**src/rtl/dtt_pkg.sv**
```systemverilog
`timescale 1ns / 1ps
// ----------------------------------------------------------------------------
// dtt_pkg
// Shared types, codes and constants of the dual timer tick unit.
// ----------------------------------------------------------------------------
package dtt_pkg;

  // request operations
  localparam logic [1:0] OP_ADVANCE = 2'd0;
  localparam logic [1:0] OP_WRITE   = 2'd1;
  localparam logic [1:0] OP_CLEAR   = 2'd2;

  // configuration register indexes
  localparam int unsigned CFG_IDX_W = 2;
  localparam int unsigned CFG_DATA_W = 8;
  localparam logic [CFG_IDX_W-1:0] REG_CONTROL = 2'd0;
  localparam logic [CFG_IDX_W-1:0] REG_MODE    = 2'd1;
  localparam logic [CFG_IDX_W-1:0] REG_IEN0    = 2'd2;
  localparam logic [CFG_IDX_W-1:0] REG_IEN1    = 2'd3;

  // bit positions in the control and mode registers
  localparam int unsigned RUN0_BIT  = 2;
  localparam int unsigned RUN1_BIT  = 6;
  localparam int unsigned MODE0_LSB = 0;
  localparam int unsigned MODE1_LSB = 4;

  // timer modes, three bits each; other codes leave the timer idle
  localparam logic [2:0] MODE_WIDE   = 3'd1;
  localparam logic [2:0] MODE_RELOAD = 3'd2;
  localparam logic [2:0] MODE_SPLIT  = 3'd3;

  // byte select codes: bit 1 picks the timer, bit 0 the high byte
  localparam int unsigned SEL_TIMER_BIT = 1;
  localparam int unsigned SEL_HIGH_BIT  = 0;

  typedef struct packed {
    logic       run0;
    logic       run1;
    logic [2:0] mode0;
    logic [2:0] mode1;
    logic       ien0;
    logic       ien1;
  } tmr_cfg_t;

  typedef struct packed {
    logic [1:0] operation;
    logic [7:0] ticks;
    logic [1:0] byte_select;
    logic [7:0] byte_value;
  } tmr_req_t;

  typedef struct packed {
    logic [15:0] zero_count;
    logic [15:0] one_count;
    logic        zero_pending;
    logic        one_pending;
  } tmr_view_t;

  typedef struct packed {
    logic idle;
    logic done;
  } seq_status_t;

endpackage

```
**src/rtl/dtt_if.sv**
```systemverilog
`timescale 1ns / 1ps
// ----------------------------------------------------------------------------
// dtt_if
// Request and result channels of the dual timer tick unit.
// ----------------------------------------------------------------------------
interface dtt_in_if;
  logic       valid;
  logic       ready;
  logic [1:0] operation;
  logic [7:0] ticks;
  logic [1:0] byte_select;
  logic [7:0] byte_value;

  modport source (output valid, output operation, output ticks, output byte_select,
                  output byte_value, input ready);
  modport sink   (input valid, input operation, input ticks, input byte_select,
                  input byte_value, output ready);
endinterface

interface dtt_out_if;
  logic       valid;
  logic       ready;
  logic [7:0] zero_low;
  logic [7:0] zero_high;
  logic [7:0] one_low;
  logic [7:0] one_high;
  logic       zero_pending;
  logic       one_pending;

  modport source (output valid, output zero_low, output zero_high, output one_low,
                  output one_high, output zero_pending, output one_pending,
                  input ready);
  modport sink   (input valid, input zero_low, input zero_high, input one_low,
                  input one_high, input zero_pending, input one_pending,
                  output ready);
endinterface

```
**src/rtl/dtt_tick.sv**
```systemverilog
`timescale 1ns / 1ps
// ----------------------------------------------------------------------------
// dtt_tick
// One tick of one timer: byte incrementers, wrap detect and mode select.
// ----------------------------------------------------------------------------
module dtt_tick (
  input  logic        run,
  input  logic [2:0]  mode,
  input  logic [15:0] cnt,
  output logic [15:0] cnt_nxt,
  output logic        ovf
);
  import dtt_pkg::*;

  logic [7:0] lo;
  logic [7:0] hi;
  logic [7:0] lo_inc;
  logic [7:0] hi_inc;
  logic       lo_wrap;
  logic       hi_wrap;

  assign lo      = cnt[7:0];
  assign hi      = cnt[15:8];
  assign lo_inc  = lo + 8'd1;
  assign hi_inc  = hi + 8'd1;
  assign lo_wrap = (lo == 8'hff);
  assign hi_wrap = (hi == 8'hff);

  always_comb begin
    cnt_nxt = cnt;
    ovf     = 1'b0;
    if (run) begin
      case (mode)
        MODE_WIDE: begin
          cnt_nxt = {(lo_wrap ? hi_inc : hi), lo_inc};
          ovf     = lo_wrap && hi_wrap;
        end
        MODE_RELOAD: begin
          // low byte reloads from the high byte on wrap
          cnt_nxt = {hi, (lo_wrap ? hi : lo_inc)};
          ovf     = lo_wrap;
        end
        MODE_SPLIT: begin
          cnt_nxt = {hi_inc, lo_inc};
          ovf     = lo_wrap || hi_wrap;
        end
        default: begin
          cnt_nxt = cnt;
          ovf     = 1'b0;
        end
      endcase
    end
  end

endmodule

```
**src/rtl/dtt_seq.sv**
```systemverilog
`timescale 1ns / 1ps
// ----------------------------------------------------------------------------
// dtt_seq
// Timer state and the sequencer that steps both timers through one shared
// tick unit, timer zero then timer one, once per tick.
// ----------------------------------------------------------------------------
module dtt_seq (
  input  logic                clk,
  input  logic                rst_n,
  input  dtt_pkg::tmr_cfg_t   cfg,
  input  logic                start,
  input  dtt_pkg::tmr_req_t   req,
  input  logic                take,
  output dtt_pkg::seq_status_t status,
  output dtt_pkg::tmr_view_t  view
);
  import dtt_pkg::*;

  localparam logic [1:0] ST_IDLE = 2'd0;
  localparam logic [1:0] ST_T0   = 2'd1;
  localparam logic [1:0] ST_T1   = 2'd2;
  localparam logic [1:0] ST_DONE = 2'd3;

  logic [1:0]  state_r, state_nxt;
  logic [7:0]  ticks_left_r, ticks_left_nxt;
  logic [15:0] zero_r, zero_nxt;
  logic [15:0] one_r, one_nxt;
  logic [1:0]  pend_r, pend_nxt;

  logic        unit_run;
  logic [2:0]  unit_mode;
  logic [15:0] unit_cnt;
  logic [15:0] unit_cnt_nxt;
  logic        unit_ovf;
  logic        on_one;

  // shared unit sees timer one only in its own phase
  assign on_one    = (state_r == ST_T1);
  assign unit_run  = on_one ? cfg.run1 : cfg.run0;
  assign unit_mode = on_one ? cfg.mode1 : cfg.mode0;
  assign unit_cnt  = on_one ? one_r : zero_r;

  dtt_tick u_tick (
    .run     (unit_run),
    .mode    (unit_mode),
    .cnt     (unit_cnt),
    .cnt_nxt (unit_cnt_nxt),
    .ovf     (unit_ovf)
  );

  always_comb begin
    state_nxt      = state_r;
    ticks_left_nxt = ticks_left_r;
    zero_nxt       = zero_r;
    one_nxt        = one_r;
    pend_nxt       = pend_r;
    case (state_r)
      ST_IDLE: begin
        if (start) begin
          state_nxt = ST_DONE;
          case (req.operation)
            OP_ADVANCE: begin
              if (req.ticks != 8'd0) begin
                ticks_left_nxt = req.ticks;
                state_nxt      = ST_T0;
              end
            end
            OP_WRITE: begin
              if (!req.byte_select[SEL_TIMER_BIT]) begin
                if (req.byte_select[SEL_HIGH_BIT]) zero_nxt[15:8] = req.byte_value;
                else                               zero_nxt[7:0]  = req.byte_value;
              end else begin
                if (req.byte_select[SEL_HIGH_BIT]) one_nxt[15:8] = req.byte_value;
                else                               one_nxt[7:0]  = req.byte_value;
              end
            end
            OP_CLEAR: begin
              pend_nxt = 2'b00;
            end
            default: begin
              state_nxt = ST_DONE;
            end
          endcase
        end
      end
      ST_T0: begin
        zero_nxt = unit_cnt_nxt;
        if (unit_ovf && cfg.ien0) pend_nxt[0] = 1'b1;
        state_nxt = ST_T1;
      end
      ST_T1: begin
        one_nxt = unit_cnt_nxt;
        if (unit_ovf && cfg.ien1) pend_nxt[1] = 1'b1;
        ticks_left_nxt = ticks_left_r - 8'd1;
        state_nxt      = (ticks_left_r == 8'd1) ? ST_DONE : ST_T0;
      end
      ST_DONE: begin
        if (take) state_nxt = ST_IDLE;
      end
      default: begin
        state_nxt = ST_IDLE;
      end
    endcase
  end

  always_ff @(posedge clk) begin
    if (!rst_n) begin
      state_r      <= ST_IDLE;
      ticks_left_r <= 8'd0;
      zero_r       <= 16'd0;
      one_r        <= 16'd0;
      pend_r       <= 2'b00;
    end else begin
      state_r      <= state_nxt;
      ticks_left_r <= ticks_left_nxt;
      zero_r       <= zero_nxt;
      one_r        <= one_nxt;
      pend_r       <= pend_nxt;
    end
  end

  assign status.idle       = (state_r == ST_IDLE);
  assign status.done       = (state_r == ST_DONE);
  assign view.zero_count   = zero_r;
  assign view.one_count    = one_r;
  assign view.zero_pending = pend_r[0];
  assign view.one_pending  = pend_r[1];

  // tick count is spent once the sequencer leaves the tick loop
  a_ticks_spent: assert property (@(posedge clk) disable iff (!rst_n)
    (state_r == ST_IDLE || state_r == ST_DONE) |-> (ticks_left_r == 8'd0))
    else $error("ticks left outside the tick loop");

  a_phase_order: assert property (@(posedge clk) disable iff (!rst_n)
    (state_r == ST_T1) |-> ($past(state_r) == ST_T0))
    else $error("timer one phase without timer zero phase");

  // pending flags only drop on a clear request
  a_pend_sticky: assert property (@(posedge clk) disable iff (!rst_n)
    !(start && req.operation == OP_CLEAR) |=> ((pend_r & $past(pend_r)) == $past(pend_r)))
    else $error("pending flag dropped without clear");

  a_count_hold: assert property (@(posedge clk) disable iff (!rst_n)
    (state_r == ST_DONE) |=> ($stable(zero_r) && $stable(one_r)))
    else $error("timer changed after sequence finished");

endmodule

```
**src/rtl/dual_timer_tick_unit_core.sv**
```systemverilog
`timescale 1ns / 1ps
// ----------------------------------------------------------------------------
// dual_timer_tick_unit_core
// Two byte-split timers with run, mode and overflow pending control.
// ----------------------------------------------------------------------------
// One request at a time. An advance request of N ticks passes through the
// timer zero and timer one phases once per tick before out_rsp.valid rises,
// because a single incrementer unit is shared by both timers and serves one
// timer per cycle; the result is then loaded into the output register. A
// write, clear or zero-tick request goes straight to the done state. The
// input is not ready while a request is in the sequencer. A new request is
// accepted once the previous result has been loaded into the output
// register, so the next request can enter while that result still waits for
// out_rsp.ready.
module dual_timer_tick_unit_core (
  input  logic                                clk,
  input  logic                                rst_n,
  input  logic                                cfg_we,
  input  logic [dtt_pkg::CFG_IDX_W-1:0]       cfg_index,
  input  logic [dtt_pkg::CFG_DATA_W-1:0]      cfg_data,
  dtt_in_if.sink                              in_req,
  dtt_out_if.source                           out_rsp
);
  import dtt_pkg::*;

  logic [7:0]   control_r;
  logic [7:0]   mode_r;
  logic         ien0_r;
  logic         ien1_r;
  logic         out_valid_r, out_valid_nxt;
  tmr_view_t    out_view_r;

  tmr_cfg_t     cfg;
  tmr_req_t     req;
  seq_status_t  status;
  tmr_view_t    view;
  logic         start;
  logic         take;

  always_ff @(posedge clk) begin
    if (!rst_n) begin
      control_r <= 8'd0;
      mode_r    <= 8'd0;
      ien0_r    <= 1'b0;
      ien1_r    <= 1'b0;
    end else if (cfg_we) begin
      case (cfg_index)
        REG_CONTROL: control_r <= cfg_data;
        REG_MODE:    mode_r    <= cfg_data;
        REG_IEN0:    ien0_r    <= cfg_data[0];
        REG_IEN1:    ien1_r    <= cfg_data[0];
        default: begin
          control_r <= control_r;
        end
      endcase
    end
  end

  assign cfg.run0  = control_r[RUN0_BIT];
  assign cfg.run1  = control_r[RUN1_BIT];
  assign cfg.mode0 = mode_r[MODE0_LSB +: 3];
  assign cfg.mode1 = mode_r[MODE1_LSB +: 3];
  assign cfg.ien0  = ien0_r;
  assign cfg.ien1  = ien1_r;

  assign req.operation   = in_req.operation;
  assign req.ticks       = in_req.ticks;
  assign req.byte_select = in_req.byte_select;
  assign req.byte_value  = in_req.byte_value;

  assign in_req.ready = status.idle;
  assign start        = in_req.valid && status.idle;

  // result moves to the output register when it is empty or draining
  assign take = status.done && (!out_valid_r || out_rsp.ready);

  dtt_seq u_seq (
    .clk    (clk),
    .rst_n  (rst_n),
    .cfg    (cfg),
    .start  (start),
    .req    (req),
    .take   (take),
    .status (status),
    .view   (view)
  );

  always_comb begin
    out_valid_nxt = out_valid_r;
    if (out_rsp.ready) out_valid_nxt = 1'b0;
    if (take)          out_valid_nxt = 1'b1;
  end

  always_ff @(posedge clk) begin
    if (!rst_n) begin
      out_valid_r <= 1'b0;
    end else begin
      out_valid_r <= out_valid_nxt;
    end
  end

  always_ff @(posedge clk) begin
    if (take) begin
      out_view_r <= view;
    end
  end

  assign out_rsp.valid        = out_valid_r;
  assign out_rsp.zero_low     = out_view_r.zero_count[7:0];
  assign out_rsp.zero_high    = out_view_r.zero_count[15:8];
  assign out_rsp.one_low      = out_view_r.one_count[7:0];
  assign out_rsp.one_high     = out_view_r.one_count[15:8];
  assign out_rsp.zero_pending = out_view_r.zero_pending;
  assign out_rsp.one_pending  = out_view_r.one_pending;

endmodule

```
**src/flat_wrapper.sv**
```systemverilog
// flat-port wrapper written by rule: the top's interface ports become plain ports
module dual_timer_tick_unit_core_flat import dtt_pkg::*;
  (clk, rst_n, cfg_we, cfg_index, cfg_data, in_req_valid, in_req_operation, in_req_ticks, in_req_byte_select, in_req_byte_value, in_req_ready, out_rsp_valid, out_rsp_zero_low, out_rsp_zero_high, out_rsp_one_low, out_rsp_one_high, out_rsp_zero_pending, out_rsp_one_pending, out_rsp_ready);
  dtt_in_if in_req_i ();
  dtt_out_if out_rsp_i ();
  input  logic clk;
  input  logic rst_n;
  input  logic cfg_we;
  input  logic [dtt_pkg::CFG_IDX_W-1:0] cfg_index;
  input  logic [dtt_pkg::CFG_DATA_W-1:0] cfg_data;
  input wire logic [$bits(in_req_i.valid)-1:0] in_req_valid;
  input wire logic [$bits(in_req_i.operation)-1:0] in_req_operation;
  input wire logic [$bits(in_req_i.ticks)-1:0] in_req_ticks;
  input wire logic [$bits(in_req_i.byte_select)-1:0] in_req_byte_select;
  input wire logic [$bits(in_req_i.byte_value)-1:0] in_req_byte_value;
  output wire logic [$bits(in_req_i.ready)-1:0] in_req_ready;
  output wire logic [$bits(out_rsp_i.valid)-1:0] out_rsp_valid;
  output wire logic [$bits(out_rsp_i.zero_low)-1:0] out_rsp_zero_low;
  output wire logic [$bits(out_rsp_i.zero_high)-1:0] out_rsp_zero_high;
  output wire logic [$bits(out_rsp_i.one_low)-1:0] out_rsp_one_low;
  output wire logic [$bits(out_rsp_i.one_high)-1:0] out_rsp_one_high;
  output wire logic [$bits(out_rsp_i.zero_pending)-1:0] out_rsp_zero_pending;
  output wire logic [$bits(out_rsp_i.one_pending)-1:0] out_rsp_one_pending;
  input wire logic [$bits(out_rsp_i.ready)-1:0] out_rsp_ready;
  assign in_req_i.valid = in_req_valid;
  assign in_req_i.operation = in_req_operation;
  assign in_req_i.ticks = in_req_ticks;
  assign in_req_i.byte_select = in_req_byte_select;
  assign in_req_i.byte_value = in_req_byte_value;
  assign in_req_ready = in_req_i.ready;
  assign out_rsp_valid = out_rsp_i.valid;
  assign out_rsp_zero_low = out_rsp_i.zero_low;
  assign out_rsp_zero_high = out_rsp_i.zero_high;
  assign out_rsp_one_low = out_rsp_i.one_low;
  assign out_rsp_one_high = out_rsp_i.one_high;
  assign out_rsp_zero_pending = out_rsp_i.zero_pending;
  assign out_rsp_one_pending = out_rsp_i.one_pending;
  assign out_rsp_i.ready = out_rsp_ready;
  dual_timer_tick_unit_core u_core (.clk(clk), .rst_n(rst_n), .cfg_we(cfg_we), .cfg_index(cfg_index), .cfg_data(cfg_data), .in_req(in_req_i), .out_rsp(out_rsp_i));
endmodule
```
**config.mk**
```make
export PLATFORM = sky130hd
export DESIGN_NAME = dual_timer_tick_unit_core_flat
export DESIGN_NICKNAME = d
export VERILOG_FILES = /design/src/rtl/dtt_pkg.sv /design/src/rtl/dtt_if.sv /design/src/rtl/dtt_tick.sv /design/src/rtl/dtt_seq.sv /design/src/rtl/dual_timer_tick_unit_core.sv /design/src/flat_wrapper.sv
export SDC_FILE = /design/constraint.sdc
export NUM_CORES = 1
export LEC_CHECK = 0
export CORE_MARGIN = 3
export CORE_UTILIZATION = 50
export CTS_CLUSTER_SIZE = 10
export DETAILED_ROUTE_END_ITERATION = 7
export DONT_BUFFER_PORTS = 1
export GPL_TIMING_DRIVEN = 0
export HOLD_SLACK_MARGIN = 0.02
export PLACE_DENSITY_LB_ADDON = 0.12
export SLEW_MARGIN = 20
export SYNTH_ARGS = -nofsm -noshare
export SYNTH_HDL_FRONTEND = slang
export SYNTH_SLANG_ARGS = --single-unit
```
**constraint.sdc**
```tcl
create_clock -name clk -period 9.52 [get_ports clk]
set_clock_uncertainty 0.15 [all_clocks]
set_input_delay 0.952 -clock clk [delete_from_list [all_inputs] [get_ports clk]]
set_output_delay 0.952 -clock clk [all_outputs]
set_load 0.005 [all_outputs]
```
==> impl_metrics.csv <==
group,metric,value,unit
floorplanning,start_util,51.60,%
synth,synth_area,0.004791,mm2
setup_path,crit_start,"u_core.u_seq.state_r[1]$_SDFFE_PN0P_",
global_route,grt.overflow.total,0,
synth,synth.distinct_cells,69,
timing,min_period_over_period,55.37,%
route,wl,16.28,mm
route,antenna_left,0,
route,drt_iter0_drc,491,
timing,slew_headroom,40.81,%
synth,syn_nets,567,
clock_network,cts-root-buf,"clkbuf_8",
synth,yosys_register_bits,89,
synth,syn_area_per_cell,9.074,um2
setup_path,critPathRequiredTime,9630,ps
power_and_ir_drop,p_per_area,173.4,mW/mm2
timing,tns,0,ps
floorplanning,coreArea,0.009284,mm2
cells_and_area,layout.nets,581,
hold_path,hold_path.class,"reg2reg",
cells_and_area,syn_to_final_growth,8.331,%
cells_and_area,post-route-util,55.90,%
cells_and_area,post_route_cells_drive_above_1_share,7.678,%
synth,synthTopCellsByArea,"dfxtp_1 (23%), edfxtp_1 (21%), mux2i_1 (5.4%), nand2_1 (4.9%), a21oi_1 (3.8%)",
timing,worst_slew_pin_slew,878.5,ps
setup_path,worstPathArrival,5380,ps
placement,gp_congestion,0.9577,
setup_path,r2r_end,"u_core.u_seq.zero_r[5]$_SDFFE_PN0P_",
synth,ys.flop_type,"dfxtp_1",
placement,io_buffer_count,0,
placement,pre_cts_slack,4392,ps
floorplanning,die_height,103.9,um
timing,hold_viol_final,0,
timing,finalMaxSlewViolations,0,
route,vias_per_cell,6.938,
clock_network,cts_resized,0,
timing,setup_ws,4249,ps
clock_network,cts_buffers,9,
clock_network,cts.clk_slew.worst_paths,80,ps
setup_path,criticalPathCategory,"reg2reg",
floorplanning,ios,71,
clock_network,cts_buffer_depth,2,
setup_path,end_kind,"register",
cells_and_area,fillers,899,
setup_path,crit_fanout,10,
clock_network,cts_hold_buf,0,
clock_network,tritoncts,"done",
floorplanning,rows,35,
global_route,grt_max_degree,15,
floorplanning,die_area,0.01079,mm2
route,firstDrtPassIters,6,
synth,synth_seq_area_share,44.29,%
timing,max_freq,189.7,MHz
timing,rsz0062_at_grt,"false",
synth,synth_cells,528,
clock_network,htree_levels,3,
global_route,grt_pass1_wl,24.87,mm
power_and_ir_drop,leakage,1.774,nW
power_and_ir_drop,total_power,0.0008999,W
setup_path,critPathLaunchType,"register",
floorplanning,die_x,103.9,um
synth,ys_warn_count,0,
synth,synth_area_leader_cell,"dfxtp_1",
setup_path,r2r_cells,16,
synth,synth.top_cell.area_share,22.98,%
cells_and_area,diodes,0,
timing,setup_viol,0,
route,wl_per_cell,24.08,um
synth,synth_edf_count,34,
status,status,"completed",
setup_path,worstSetupEndpoint,"u_core.u_seq.zero_r[5]$_SDFFE_PN0P_",
synth,async_flop_share,0,%
setup_path,r2r_slack,4250,ps
placement,dp_hpwl,11.77,mm
clock_network,cts_setup_buffers,0,
timing,min_period,5271,ps
clock_network,cts.sinks,89,
power_and_ir_drop,peakVddDrop,0.00007910,V
setup_path,r2r_start,"u_core.u_seq.state_r[1]$_SDFFE_PN0P_",
route,drc,0,
route,vias,4690,
run,drv_cap,0,
clock_network,clock_latency,360,ps
timing,hold_slack,291.8,ps
global_route,grt_pass1_vias,4279,
global_route,antenna_found_initial,0,
global_route,grt_usage,29.75,%
==> Yosys cell counts, types with 5 or more instances <==
cell type / n
nand4_1: 5
nand3_1: 16
buf_1: 5
edfxtp_1: 34
mux2i_1: 26
o21ai_0: 35
nor4_1: 8
and3_1: 6
nor3_1: 14
o22ai_1: 6
a21oi_1: 36
mux2_2: 6
nand2b_1: 5
a211oi_1: 6
nor2_1: 42
inv_1: 9
clkbuf_1: 19
dfxtp_1: 55
a31oi_1: 14
o21a_1: 9
nand2_1: 63
buf_2: 6
==> logic make-up (layout without fill, tap and decap cells) <==
kind of cell    count (synthesis)  after routing  synth area share, %
simple gates                  187            187                19.12
compound gates                174            174                24.92
flops                          89             89                44.29
buf+inv                        40             59                3.291
mux                            33             33                7.156
fa+ha+maj                       4              4                1.045
xor+xnor                        1              1               0.1828
==> through the flow <==
step	cells	area, um2
final	676	5190
after global routing	676	5190
after CTS	676	5184
after detailed placement	660	4984
after global placement	657	4952
after floorplan	528	4791
==> where the power goes <==
group | switching, W | leakage, nW | total, W | internal, W
registers | 0.0000267 | 0.769 | 0.000449 | 0.000423
logic | 0.000125 | 0.903 | 0.000185 | 0.0000602
clock network | 0.000129 | 0.103 | 0.000266 | 0.000137
==> sequential cells by signal, summed over array words and instances, names as in the netlist, 6 cells and up <==
signal	count
u_core.u_seq.ticks_left_r	8
u_core.out_rsp.one_high	8
u_core.mode_r	6
u_core.out_rsp.zero_high	8
u_core.out_rsp.one_low	8
u_core.u_seq.zero_r	16
u_core.out_rsp.zero_low	8
u_core.u_seq.one_r	16
==> how the worst min path moves through the flow <==
stage | from | endpoint | depth (start not counted)
detailed placement | u_core.u_seq.pend_r[0]$_SDFFE_PN0P_ | u_core.out_rsp.zero_pending$_DFFE_PP_ | 0
global route | u_core.u_seq.pend_r[1]$_SDFFE_PN0P_ | u_core.out_rsp.one_pending$_DFFE_PP_ | 0
global placement | u_core.u_seq.pend_r[0]$_SDFFE_PN0P_ | u_core.out_rsp.zero_pending$_DFFE_PP_ | 0
finish | u_core.u_seq.pend_r[0]$_SDFFE_PN0P_ | u_core.out_rsp.zero_pending$_DFFE_PP_ | 0
floorplan | u_core.u_seq.pend_r[1]$_SDFFE_PN0P_ | u_core.out_rsp.one_pending$_DFFE_PP_ | 0
CTS | u_core.u_seq.pend_r[0]$_SDFFE_PN0P_ | u_core.out_rsp.zero_pending$_DFFE_PP_ | 0
==> metal layers <==
metal | global-route usage (%) | wire length [um]
met5 | 0 | 0
met4 | 15.38 | 873
met3 | 5.773 | 1705
met2 | 44.38 | 7045
met1 | 41.08 | 6652
==> critical path, cell delays in order, from the launching register on <==
cell	delay (ps)
dfxtp_1	410
nand2b_1	200
buf_2	320
buf_2	380
clkbuf_1	570
clkbuf_1	610
nand2_1	110
nand2_1	90
ha_1	130
clkbuf_1	330
inv_2	90
or4_1	520
clkbuf_1	150
buf_2	210
nor3_1	390
o22ai_1	190
a311oi_1	310
==> cell type report <==
type	count	area (um2)	share of cell area [%]
inverter	10	37.54	0.7232
tap	129	161.4	3.110
sequential	89	2122	40.89
clock inverter	3	40.04	0.7715
buffer	30	120.1	2.314
timing repair buffer	3	26.28	0.5063
multi-input combinational	399	2522	48.60
clock buffer	13	160.2	3.086
==> cells in the final DEF, fill, tap and decap left out, types with 13 or more instances in the layout <==
cell,count
a31oi_1,13
edfxtp_1,34
nor2_1,42
a21oi_1,36
dfxtp_1,55
nand2_1,63
mux2i_1,26
nand3_1,16
nor3_1,13
o21ai_0,35
clkbuf_1,22
Power figures use the tool's default switching activity.
